## src/rtl/lcss_pkg.sv

```systemverilog
package lcss_pkg;

    localparam int ROLE_W         = 8;
    localparam int BYTES_W        = 48;
    localparam int KIND_W         = 2;
    localparam int TARGET_W       = 2;
    localparam int STATUS_W       = 3;
    localparam int CHOSEN_W       = 2;
    localparam int CARDS_W        = 3;
    localparam int CAP_REGS       = 4;
    localparam int CFG_IDX_W      = 3;
    localparam int CFG_DATA_W     = 48;
    localparam int S_TDATA_W      = 64;
    localparam int M_TDATA_W      = 16;
    localparam int QUEUE_DEPTH    = 2;
    localparam int DEF_MAX_CARDS  = 4;
    localparam int DEF_STAMP_BITS = 32;

    // request kinds as they arrive on s_tuser
    localparam logic [KIND_W-1:0] KIND_PLACE  = 2'd0;
    localparam logic [KIND_W-1:0] KIND_LOAD   = 2'd1;
    localparam logic [KIND_W-1:0] KIND_UNLOAD = 2'd2;

    // configuration register indexes
    localparam logic [CFG_IDX_W-1:0] REG_CARDS_PRESENT = 3'd0;
    localparam logic [CFG_IDX_W-1:0] REG_CAP0          = 3'd1;

    typedef enum logic [1:0] {
        OP_PLACE,
        OP_LOAD,
        OP_UNLOAD,
        OP_NOP
    } op_t;

    typedef enum logic [STATUS_W-1:0] {
        ST_WARM_HIT = 3'd0,
        ST_FITS     = 3'd1,
        ST_OVERFLOW = 3'd2,
        ST_NO_CARDS = 3'd3,
        ST_ACK      = 3'd4,
        ST_BAD_CARD = 3'd5
    } status_t;

    typedef struct packed {
        op_t                  op;
        logic [ROLE_W-1:0]    role;
        logic [BYTES_W-1:0]   bytes;
        logic [TARGET_W-1:0]  target;
    } cmd_t;

    typedef struct packed {
        status_t              status;
        logic [CHOSEN_W-1:0]  chosen;
        logic                 dvalid;
        logic [ROLE_W-1:0]    drole;
    } result_t;

    typedef struct packed {
        logic [CARDS_W-1:0]                cards_present;
        logic [CAP_REGS-1:0][BYTES_W-1:0]  cap;
    } cfg_t;

endpackage

```

## src/rtl/lcss_front.sv

```systemverilog
module lcss_front
    import lcss_pkg::*;
(
    input  logic                 aclk,
    input  logic                 aresetn,
    input  logic                 s_tvalid,
    output logic                 s_tready,
    input  logic [S_TDATA_W-1:0] s_tdata,
    input  logic [KIND_W-1:0]    s_tuser,
    output logic                 cmd_valid,
    input  logic                 cmd_ready,
    output cmd_t                 cmd
);

    logic vld_reg;
    logic vld_next;
    cmd_t cmd_reg;
    cmd_t cmd_next;
    logic accept;
    logic push;

    assign s_tready  = !vld_reg || cmd_ready;
    assign accept    = s_tvalid && s_tready;
    assign push      = vld_reg && cmd_ready;
    assign cmd_valid = vld_reg;
    assign cmd       = cmd_reg;

    always_comb begin
        cmd_next.role   = s_tdata[ROLE_W-1:0];
        cmd_next.bytes  = s_tdata[ROLE_W+BYTES_W-1:ROLE_W];
        cmd_next.target = s_tdata[ROLE_W+BYTES_W+TARGET_W-1:ROLE_W+BYTES_W];
        unique case (s_tuser)
            KIND_PLACE:  cmd_next.op = OP_PLACE;
            KIND_LOAD:   cmd_next.op = OP_LOAD;
            KIND_UNLOAD: cmd_next.op = OP_UNLOAD;
            default:     cmd_next.op = OP_NOP;
        endcase
        if (accept) begin
            vld_next = 1'b1;
        end else if (push) begin
            vld_next = 1'b0;
        end else begin
            vld_next = vld_reg;
        end
    end

    always_ff @(posedge aclk) begin
        if (!aresetn) begin
            vld_reg <= 1'b0;
        end else begin
            vld_reg <= vld_next;
        end
    end

    always_ff @(posedge aclk) begin
        if (accept) begin
            cmd_reg <= cmd_next;
        end
    end

endmodule

```

## src/rtl/lcss_queue.sv

```systemverilog
module lcss_queue
    import lcss_pkg::*;
(
    input  logic aclk,
    input  logic aresetn,
    input  logic wr_valid,
    output logic wr_ready,
    input  cmd_t wr_cmd,
    output logic rd_valid,
    input  logic rd_pop,
    output cmd_t rd_cmd
);

    localparam int PW = (QUEUE_DEPTH > 1) ? $clog2(QUEUE_DEPTH) : 1;
    localparam int CNTW = $clog2(QUEUE_DEPTH + 1);

    cmd_t            entry_reg [QUEUE_DEPTH];
    logic [PW-1:0]   wr_ptr_reg;
    logic [PW-1:0]   wr_ptr_next;
    logic [PW-1:0]   rd_ptr_reg;
    logic [PW-1:0]   rd_ptr_next;
    logic [CNTW-1:0] count_reg;
    logic [CNTW-1:0] count_next;
    logic            push;
    logic            pop;

    assign wr_ready = (count_reg != CNTW'(QUEUE_DEPTH));
    assign rd_valid = (count_reg != '0);
    assign rd_cmd   = entry_reg[rd_ptr_reg];
    assign push     = wr_valid && wr_ready;
    assign pop      = rd_pop && rd_valid;

    always_comb begin
        wr_ptr_next = wr_ptr_reg;
        rd_ptr_next = rd_ptr_reg;
        count_next  = count_reg;
        if (push) begin
            wr_ptr_next = (wr_ptr_reg == PW'(QUEUE_DEPTH - 1)) ? '0 : wr_ptr_reg + 1'b1;
        end
        if (pop) begin
            rd_ptr_next = (rd_ptr_reg == PW'(QUEUE_DEPTH - 1)) ? '0 : rd_ptr_reg + 1'b1;
        end
        if (push && !pop) begin
            count_next = count_reg + 1'b1;
        end else if (pop && !push) begin
            count_next = count_reg - 1'b1;
        end
    end

    always_ff @(posedge aclk) begin
        if (!aresetn) begin
            wr_ptr_reg <= '0;
            rd_ptr_reg <= '0;
            count_reg  <= '0;
        end else begin
            wr_ptr_reg <= wr_ptr_next;
            rd_ptr_reg <= rd_ptr_next;
            count_reg  <= count_next;
        end
    end

    always_ff @(posedge aclk) begin
        if (push) begin
            entry_reg[wr_ptr_reg] <= wr_cmd;
        end
    end

endmodule

```

## src/rtl/lcss_back.sv

```systemverilog
module lcss_back
    import lcss_pkg::*;
#(
    parameter int MAX_CARDS  = DEF_MAX_CARDS,
    parameter int STAMP_BITS = DEF_STAMP_BITS
) (
    input  logic    aclk,
    input  logic    aresetn,
    input  cfg_t    cfg,
    input  logic    q_valid,
    input  cmd_t    q_cmd,
    output logic    q_pop,
    output logic    m_valid,
    input  logic    m_ready,
    output result_t m_result
);

    localparam int CIW   = (MAX_CARDS > 1) ? $clog2(MAX_CARDS) : 1;
    localparam int CW    = (CIW > CHOSEN_W) ? CIW : CHOSEN_W;
    localparam int TW    = (CIW > TARGET_W) ? CIW : TARGET_W;
    localparam int NW    = ($clog2(MAX_CARDS + 1) > CARDS_W) ? $clog2(MAX_CARDS + 1) : CARDS_W;
    localparam int CAP_N = (MAX_CARDS < CAP_REGS) ? MAX_CARDS : CAP_REGS;

    typedef logic [MAX_CARDS-1:0]                 mask_t;
    typedef logic [MAX_CARDS-1:0][STAMP_BITS-1:0] stamps_t;

    mask_t                           busy_reg;
    mask_t                           busy_next;
    logic [MAX_CARDS-1:0][ROLE_W-1:0] role_reg;
    logic [MAX_CARDS-1:0][ROLE_W-1:0] role_next;
    stamps_t                         stamp_reg;
    stamps_t                         stamp_next;
    logic [STAMP_BITS-1:0]           counter_reg;
    logic [STAMP_BITS-1:0]           counter_next;
    logic                            m_valid_reg;
    logic                            m_valid_next;
    result_t                         result_reg;
    result_t                         result_next;

    logic [NW-1:0]      n;
    mask_t              present;
    mask_t              match;
    mask_t              hit;
    mask_t              warm_oh;
    mask_t              idle_cand;
    mask_t              cand;
    mask_t              pick_oh;
    mask_t              tgt_oh;
    mask_t              write_oh;
    mask_t              clear_mask;
    logic [CIW-1:0]     warm_idx;
    logic [CIW-1:0]     pick_idx;
    logic [CW-1:0]      warm_ext;
    logic [CW-1:0]      pick_ext;
    logic [BYTES_W-1:0] cap_sel;
    logic [ROLE_W-1:0]  drole_sel;
    logic               fits;
    logic               bad_target;

    // oldest stamp among the candidates, lowest index on ties
    function automatic mask_t oldest(input mask_t cnd, input stamps_t st);
        mask_t oh;
        logic  win;
        oh = '0;
        for (int i = 0; i < MAX_CARDS; i++) begin
            win = cnd[i];
            for (int j = 0; j < MAX_CARDS; j++) begin
                if (j != i && cnd[j]) begin
                    if (j < i) begin
                        win = win && (st[i] < st[j]);
                    end else begin
                        win = win && (st[i] <= st[j]);
                    end
                end
            end
            oh[i] = win;
        end
        return oh;
    endfunction

    always_comb begin
        n = (NW'(cfg.cards_present) > NW'(MAX_CARDS)) ?
            NW'(MAX_CARDS) : NW'(cfg.cards_present);
        bad_target = (NW'(q_cmd.target) >= n);
        for (int c = 0; c < MAX_CARDS; c++) begin
            present[c] = (NW'(c) < n);
            match[c]   = busy_reg[c] && (role_reg[c] == q_cmd.role);
            tgt_oh[c]  = (TW'(c) == TW'(q_cmd.target));
        end
        hit       = present & match;
        warm_oh   = hit & (~hit + 1'b1);
        idle_cand = present & ~busy_reg;
        cand      = (|idle_cand) ? idle_cand : present;
        pick_oh   = oldest(cand, stamp_reg);

        warm_idx  = '0;
        pick_idx  = '0;
        drole_sel = '0;
        for (int c = 0; c < MAX_CARDS; c++) begin
            if (warm_oh[c]) begin
                warm_idx = warm_idx | CIW'(c);
            end
            if (pick_oh[c]) begin
                pick_idx  = pick_idx | CIW'(c);
                drole_sel = drole_sel | role_reg[c];
            end
        end
        warm_ext = CW'(warm_idx);
        pick_ext = CW'(pick_idx);

        // cards beyond the capacity registers read as unknown size
        cap_sel = '0;
        for (int c = 0; c < CAP_N; c++) begin
            if (pick_oh[c]) begin
                cap_sel = cap_sel | cfg.cap[c];
            end
        end
        fits = (cap_sel == '0) || (q_cmd.bytes <= cap_sel);
    end

    always_comb begin
        q_pop        = q_valid && (!m_valid_reg || m_ready);
        m_valid_next = q_pop ? 1'b1 : (m_ready ? 1'b0 : m_valid_reg);

        result_next.status = ST_ACK;
        result_next.chosen = '0;
        result_next.dvalid = 1'b0;
        result_next.drole  = '0;
        write_oh           = '0;
        clear_mask         = '0;

        unique case (q_cmd.op)
            OP_PLACE: begin
                if (n == '0) begin
                    result_next.status = ST_NO_CARDS;
                end else if (|warm_oh) begin
                    result_next.status = ST_WARM_HIT;
                    result_next.chosen = warm_ext[CHOSEN_W-1:0];
                end else begin
                    write_oh           = pick_oh;
                    result_next.status = fits ? ST_FITS : ST_OVERFLOW;
                    result_next.chosen = pick_ext[CHOSEN_W-1:0];
                    if (!(|idle_cand)) begin
                        result_next.dvalid = 1'b1;
                        result_next.drole  = drole_sel;
                    end
                end
            end
            OP_LOAD: begin
                if (bad_target) begin
                    result_next.status = ST_BAD_CARD;
                end else begin
                    clear_mask = match & ~tgt_oh;
                    write_oh   = tgt_oh;
                end
            end
            OP_UNLOAD: begin
                clear_mask = match;
            end
            OP_NOP: begin
            end
        endcase

        busy_next    = busy_reg;
        role_next    = role_reg;
        stamp_next   = stamp_reg;
        counter_next = counter_reg;
        if (q_pop) begin
            for (int c = 0; c < MAX_CARDS; c++) begin
                if (clear_mask[c]) begin
                    busy_next[c] = 1'b0;
                end
                if (write_oh[c]) begin
                    busy_next[c]  = 1'b1;
                    role_next[c]  = q_cmd.role;
                    stamp_next[c] = counter_reg;
                end
            end
            // stamp counter sticks at all ones
            if ((|write_oh) && (counter_reg != '1)) begin
                counter_next = counter_reg + 1'b1;
            end
        end
    end

    always_ff @(posedge aclk) begin
        if (!aresetn) begin
            busy_reg    <= '0;
            role_reg    <= '0;
            stamp_reg   <= '0;
            counter_reg <= STAMP_BITS'(1);
            m_valid_reg <= 1'b0;
        end else begin
            busy_reg    <= busy_next;
            role_reg    <= role_next;
            stamp_reg   <= stamp_next;
            counter_reg <= counter_next;
            m_valid_reg <= m_valid_next;
        end
    end

    always_ff @(posedge aclk) begin
        if (q_pop) begin
            result_reg <= result_next;
        end
    end

    assign m_valid  = m_valid_reg;
    assign m_result = result_reg;

endmodule

```

## src/rtl/lru_card_slot_scheduler.sv

```systemverilog
// lru card slot scheduler
// keeps one slot per card (busy bit, resident role, touch stamp) and answers
// place requests, load notes and unload notes, one result per request.
// input channel s_*: s_tuser carries the request kind, s_tdata the role,
// model size and target card. result channel m_*: status, chosen card and
// any displaced role. capacities and the card count are set through the
// cfg_we / cfg_index / cfg_wdata write port; the user must set them only
// while no request is in flight, as the block itself does not enforce it.
// path: input register, queue, execute stage with output register.
// throughput: one request per cycle while m_tready stays high; the execute stage compares all slots
// in parallel and updates them in the same cycle, so back-to-back requests
// see each other's effect without stalling.
// a two-entry queue separates the input stage from the execute stage: while
// m_tready is low the queue and input register keep taking requests until
// full, then s_tready drops. nothing is lost or repeated.
// reset (aresetn low, synchronous) idles every card, clears stamps and
// configuration, and sets the stamp counter to one.
module lru_card_slot_scheduler
    import lcss_pkg::*;
#(
    parameter int MAX_CARDS  = DEF_MAX_CARDS,
    parameter int STAMP_BITS = DEF_STAMP_BITS
) (
    input  logic                  aclk,
    input  logic                  aresetn,
    input  logic                  s_tvalid,
    output logic                  s_tready,
    // role_id[7:0], size_bytes[55:8], target_card[57:56], zero fill
    input  logic [S_TDATA_W-1:0]  s_tdata,
    // kind[1:0]
    input  logic [KIND_W-1:0]     s_tuser,
    output logic                  m_tvalid,
    input  logic                  m_tready,
    // status[2:0], chosen_card[4:3], evicted_valid[5], evicted_role[13:6], zero fill
    output logic [M_TDATA_W-1:0]  m_tdata,
    input  logic                  cfg_we,
    input  logic [CFG_IDX_W-1:0]  cfg_index,
    input  logic [CFG_DATA_W-1:0] cfg_wdata
);

    cfg_t    cfg_reg;
    cfg_t    cfg_next;
    logic    front_valid;
    logic    queue_ready;
    cmd_t    front_cmd;
    logic    queue_valid;
    logic    queue_pop;
    cmd_t    queue_cmd;
    result_t result;

    always_comb begin
        cfg_next = cfg_reg;
        if (cfg_we) begin
            if (cfg_index == REG_CARDS_PRESENT) begin
                cfg_next.cards_present = cfg_wdata[CARDS_W-1:0];
            end
            for (int c = 0; c < CAP_REGS; c++) begin
                if (cfg_index == (REG_CAP0 + CFG_IDX_W'(c))) begin
                    cfg_next.cap[c] = cfg_wdata[BYTES_W-1:0];
                end
            end
        end
    end

    always_ff @(posedge aclk) begin
        if (!aresetn) begin
            cfg_reg <= '0;
        end else begin
            cfg_reg <= cfg_next;
        end
    end

    lcss_front u_front (
        .aclk      (aclk),
        .aresetn   (aresetn),
        .s_tvalid  (s_tvalid),
        .s_tready  (s_tready),
        .s_tdata   (s_tdata),
        .s_tuser   (s_tuser),
        .cmd_valid (front_valid),
        .cmd_ready (queue_ready),
        .cmd       (front_cmd)
    );

    lcss_queue u_queue (
        .aclk     (aclk),
        .aresetn  (aresetn),
        .wr_valid (front_valid),
        .wr_ready (queue_ready),
        .wr_cmd   (front_cmd),
        .rd_valid (queue_valid),
        .rd_pop   (queue_pop),
        .rd_cmd   (queue_cmd)
    );

    lcss_back #(
        .MAX_CARDS  (MAX_CARDS),
        .STAMP_BITS (STAMP_BITS)
    ) u_back (
        .aclk     (aclk),
        .aresetn  (aresetn),
        .cfg      (cfg_reg),
        .q_valid  (queue_valid),
        .q_cmd    (queue_cmd),
        .q_pop    (queue_pop),
        .m_valid  (m_tvalid),
        .m_ready  (m_tready),
        .m_result (result)
    );

    assign m_tdata = {2'b00, result.drole, result.dvalid, result.chosen, result.status};

    // notes and refused placements never name a card or a displaced role
    assert property (@(posedge aclk) disable iff (!aresetn)
        m_tvalid && (m_tdata[2:0] == ST_ACK || m_tdata[2:0] == ST_BAD_CARD ||
                     m_tdata[2:0] == ST_NO_CARDS)
        |-> (m_tdata[4:3] == 2'b00) && !m_tdata[5] && (m_tdata[13:6] == '0))
        else $error("note result carries placement fields");

    // an eviction only comes from a placement that took a new card
    assert property (@(posedge aclk) disable iff (!aresetn)
        m_tvalid && m_tdata[5]
        |-> (m_tdata[2:0] == ST_FITS || m_tdata[2:0] == ST_OVERFLOW))
        else $error("displaced role reported outside a placement");

    // a warm hit reuses the card and evicts nothing
    assert property (@(posedge aclk) disable iff (!aresetn)
        m_tvalid && (m_tdata[2:0] == ST_WARM_HIT) |-> !m_tdata[5] && (m_tdata[13:6] == '0))
        else $error("warm hit reports an eviction");

endmodule
```

## config.mk

```make
export PLATFORM = sky130hd
export DESIGN_NAME = lru_card_slot_scheduler
export DESIGN_NICKNAME = d
export VERILOG_FILES = /design/src/rtl/lcss_pkg.sv /design/src/rtl/lcss_front.sv /design/src/rtl/lcss_queue.sv /design/src/rtl/lcss_back.sv /design/src/rtl/lru_card_slot_scheduler.sv
export SDC_FILE = /design/constraint.sdc
export NUM_CORES = 1
export LEC_CHECK = 0
export BUFFER_PORTS_ARGS = -buffer_cell sky130_fd_sc_hd__buf_2
export CAP_MARGIN = 40
export CORE_MARGIN = 2
export CORE_UTILIZATION = 30
export DETAILED_ROUTE_END_ITERATION = 7
export GPL_TIMING_DRIVEN = 0
export PLACE_DENSITY = 0.54
export SETUP_SLACK_MARGIN = 0.3
export SYNTH_ARGS = -nofsm -noshare
export SYNTH_HDL_FRONTEND = slang
export SYNTH_HIERARCHICAL = 1
export SYNTH_SLANG_ARGS = --single-unit
```

## constraint.sdc

```tcl
create_clock -name aclk -period 9.4 [get_ports aclk]
set_input_delay 0.47 -clock aclk [delete_from_list [all_inputs] [get_ports aclk]]
set_output_delay 0.47 -clock aclk [all_outputs]
set_load 0.02 [all_outputs]
```

==> impl_results.rst <==
.. list-table::
   :header-rows: 1

   * - Metric
     - Value
   * - Clock share of power
     - a little over two fifths
   * - Switching Fraction
     - 27.0%
   * - Number of max-cap violations
     - 0
   * - Final routed wirelength across all metal layers
     - 92500 um
   * - Worst slew margin relative to its limit
     - 20.7%
   * - Part of the power in registers
     - between 40% and 50%
   * - CTS Hold Buffers Added
     - 34
   * - Die Y-Extent
     - 319 um
   * - Top layer reached by signal wires
     - met5
   * - Run status
     - finished clean
   * - Post-route worst hold slack
     - 34.3 ps
   * - Net count of the finished layout
     - 3544
   * - Met1 Routed Length
     - 42100 um
   * - Final number of hold-violating endpoints
     - 0
   * - Sum of negative setup slack
     - 0 ps
   * - Post-cts gate resize count
     - 0
   * - Power consumption
     - 6.63 mW
   * - First-pass GRT wire length
     - 138000 um
   * - CORE AREA
     - 98300 um2
   * - Number of standard cells in the final layout excluding fillers
     - between 4000 and 5000
   * - Gate count after technology mapping
     - a little under 3000
   * - Synth area leader
     - sky130_fd_sc_hd__dfxtp_1
   * - Htree depth
     - 3
   * - Main flop type after synthesis
     - sky130_fd_sc_hd__dfxtp_1
   * - Total of buffers placed on input and output ports
     - between 100 and 150
   * - Power per cell area
     - 190 nW/um2
   * - Via count of the first global-routing pass
     - 22107
   * - Critical Setup Path Class
     - register to register
   * - Clock-pin transition on the worst setup and hold timing paths
     - roughly 60 ps
   * - Post-synthesis instance area
     - around 30000 um2
   * - Final setup violation count
     - 0
   * - Number of antenna cells inserted
     - 0
   * - First drt pass iteration count
     - 6
   * - Per-cell via count in the routed design
     - 5.02
   * - Initial Util
     - between 30% and 40%
   * - Via total after detailed routing
     - 22645
   * - Max Fclk
     - 125 MHz
   * - Final-report max-slew violation count
     - 0
   * - Layout cells sized above 1
     - 12.7%
   * - Worst-skew pair later-pin latency
     - roughly 620 ps
   * - Ranking of synthesized cells by instance count
     - 586 x sky130_fd_sc_hd__nand2_1, 398 x sky130_fd_sc_hd__dfxtp_1, 248 x sky130_fd_sc_hd__ha_1
   * - Grt ovf
     - 0
   * - Internal power summed over all cells
     - 4.84 mW
   * - Number of DRC markers in iteration 0
     - 1723
   * - Share of synthesized flip-flops with an asynchronous set or reset
     - 0%
   * - Count of boundary I/O pins
     - 140
   * - Maximum resistive drop on vdd
     - 0.000159 V
   * - Nature of the critical path endpoint
     - register
   * - Largest net degree at the start of global routing
     - 61
   * - Critical path peak fanout
     - 10
   * - Max reg flops
     - 195
   * - Sequential element share of the synthesized area
     - 46.4%
   * - Width of the die
     - 319 um
   * - Wire per inst
     - roughly 20 um
   * - Setup skew after layout
     - 28.4 ps
   * - Critical path data arrival time
     - 8300 ps
   * - Growth of design area from synthesis to finish
     - 17.2%
   * - Master cell of the clock root buffer
     - sky130_fd_sc_hd__clkbuf_16
   * - Comb power frac
     - between 10 and 15%
   * - Switching power
     - 1.79 mW
   * - Max Buffers Root-to-Sink
     - 3
   * - Antenna violations before repair
     - 3
   * - Post-CTS setup-driven buffer insertion count
     - 0
   * - Data required time of the worst path
     - 9690 ps
   * - Period Utilization, post-route
     - between 80% and 90%
   * - Full die area
     - roughly 100000 um2
   * - Post-DRT Antenna Nets
     - 0
   * - Overall track demand over capacity in global routing
     - 17.8%
   * - Largest stage delay on the critical path
     - between 800 and 900 ps
   * - Met3 Routed Length
     - 4710 um
   * - Leakage Power
     - 14.1 nW
   * - Placed cells
     - between 4000 and 5000
   * - CP max stage cell
     - sky130_fd_sc_hd__a311oi_1
   * - Syn_area_per_cell
     - 10.2 um2
   * - Synth unique cells
     - 86
   * - Area share of the largest cell type after synthesis
     - 26.8%
   * - DP Wirelength
     - 69500 um
   * - Detailed-routed wire length on met2
     - 42800 um
   * - Final routed DRC violation total
     - 0
   * - CP Launch Type
     - register
   * - CTS sink count
     - 592
   * - Yosys reg bits
     - 592
   * - Minimum clock period after layout
     - 8010 ps
   * - Final estimated routing congestion in global placement
     - 0.897
   * - Count leader, synth
     - sky130_fd_sc_hd__nand2_1
   * - Count of flip-flops with a built-in enable after synthesis
     - 194
   * - RSZ-0062 raised after global routing
     - false
   * - Class of the most critical hold timing path
     - primary input to register
   * - Leading cell types by total area after synthesis
     - sky130_fd_sc_hd__dfxtp_1 27%, sky130_fd_sc_hd__edfxtp_1 20%, sky130_fd_sc_hd__ha_1 10%
   * - CTS buffer count
     - between 60 and 70
   * - Site row count
     - 115
   * - Actual slew at the worst max-slew pin
     - 1190 ps
   * - Synth warnings
     - 6
   * - CTS tree
     - built
   * - CP dominant cell by count
     - sky130_fd_sc_hd__a21o_1
-- cells in the final DEF (no fill, tap or decap), types with 10 or more instances in the layout --
| cell type | netlist | final |
|---|---|---|
| sky130_fd_sc_hd__a222oi_1 | 33 | 33 |
| sky130_fd_sc_hd__ha_1 | 248 | 248 |
| sky130_fd_sc_hd__o21ai_0 | 41 | 41 |
| sky130_fd_sc_hd__buf_2 | 48 | 179 |
| sky130_fd_sc_hd__clkinv_2 | 0 | 13 |
| sky130_fd_sc_hd__and2_1 | 30 | 30 |
| sky130_fd_sc_hd__nor4_1 | 21 | 21 |
| sky130_fd_sc_hd__a221oi_1 | 10 | 10 |
| sky130_fd_sc_hd__mux2_2 | 60 | 60 |
| sky130_fd_sc_hd__o21a_1 | 11 | 11 |
| sky130_fd_sc_hd__dfxtp_1 | 398 | 398 |
| sky130_fd_sc_hd__nand3_1 | 37 | 37 |
| sky130_fd_sc_hd__clkbuf_16 | 0 | 71 |
| sky130_fd_sc_hd__edfxtp_1 | 194 | 194 |
| sky130_fd_sc_hd__buf_6 | 6 | 10 |
| sky130_fd_sc_hd__inv_1 | 127 | 126 |
| sky130_fd_sc_hd__a22oi_1 | 27 | 27 |
| sky130_fd_sc_hd__buf_4 | 11 | 12 |
| sky130_fd_sc_hd__clkbuf_1 | 93 | 104 |
| sky130_fd_sc_hd__mux2i_1 | 242 | 242 |
| sky130_fd_sc_hd__clkbuf_8 | 0 | 13 |
| sky130_fd_sc_hd__nor2_1 | 35 | 35 |
| sky130_fd_sc_hd__xor2_1 | 20 | 20 |
| sky130_fd_sc_hd__nor2b_1 | 51 | 51 |
| sky130_fd_sc_hd__and3_1 | 14 | 13 |
| sky130_fd_sc_hd__a21o_1 | 35 | 35 |
| sky130_fd_sc_hd__a21boi_0 | 154 | 154 |
| sky130_fd_sc_hd__nand4_1 | 65 | 65 |
| sky130_fd_sc_hd__a21oi_1 | 94 | 94 |
| sky130_fd_sc_hd__xnor2_1 | 37 | 37 |
| sky130_fd_sc_hd__nand2_1 | 586 | 586 |
| sky130_fd_sc_hd__dlygate4sd3_1 | 0 | 34 |
| sky130_fd_sc_hd__nor3_1 | 26 | 26 |
| sky130_fd_sc_hd__nand2b_1 | 16 | 16 |
-- worst paths after layout --
path	startpoint	to	slack, ps	cells after the start
setup / recovery	u_back/stamp_reg[59]	u_back/m_result[12]	1390	25
hold / removal	s_tdata[0]	u_front/cmd[50]	30	1
setup reg to reg	u_back/stamp_reg[59]	u_back/m_result[12]	1390	25
hold reg to reg	u_front/cmd[9]	u_queue/entry_reg[1][9]	440	0
-- cell families after synthesis --
group	synth area share (%)
DFF	46.4
AOI/OAI and AO/OA	12.1
and+or+nand+nor	14.8
adders and majority gates	10.4
xor gates and xnor gates	1.68
other	0.0126
buffers and inverters	4.18
muxes	10.4
-- metrics by stage --
| step | setup WS (ps) | instance area, um2 | utilization [%] |
|---|---|---|---|
| final | 1390 | 34900 | 35.5 |
| after global routing | 1350 | 34900 | 35.5 |
| after CTS | 1640 | 34900 | 35.5 |
| after detailed placement | 1720 | 32200 | 32.7 |
| after global placement | 1350 | 32000 | 32.6 |
| after floorplan | 4140 | 29700 | - |
-- layer usage --
| metal | vias to the layer above | GRT usage (%) |
|---|---|---|
| met5 | - | 0 |
| met4 | 2 | 5.77 |
| met3 | 139 | 2.83 |
| met2 | 598 | 29.3 |
| met1 | 10956 | 23.7 |
| li1 | 10950 | - |
-- power by group through the flow --
| stage | clock (mW) | sequential [mW] | combinational (mW) |
|---|---|---|---|
| final | 2.76 | 2.88 | 0.989 |
| after global routing | 2.94 | 2.89 | 1.07 |
| after global placement | 0 | 2.93 | 0.957 |
| after floorplan | 0 | 2.94 | 0.604 |
| after CTS | 2.83 | 2.87 | 0.996 |
| after detailed placement | 0 | 2.93 | 0.978 |
-- layout make-up --
type                            instances  area, um2
Buffer                                164        763
Sequential cell                       592      13800
Timing Repair Buffer                  173       1130
Fill cell                            9845      63400
Inverter                              128        483
Tap cell                             1287       1610
Clock buffer                           95       2000
Clock inverter                         30        359
Multi-Input combinational cell       2046      14700
-- worst max-delay path: cells and delay by family (launching register included) --
kind	cells	cell delay, ps
simple gates	1	290
buf+inv	5	1770
fa+ha+maj	2	670
compound gates	17	4530
flops	1	360
(Power assumes the default switching activity.)
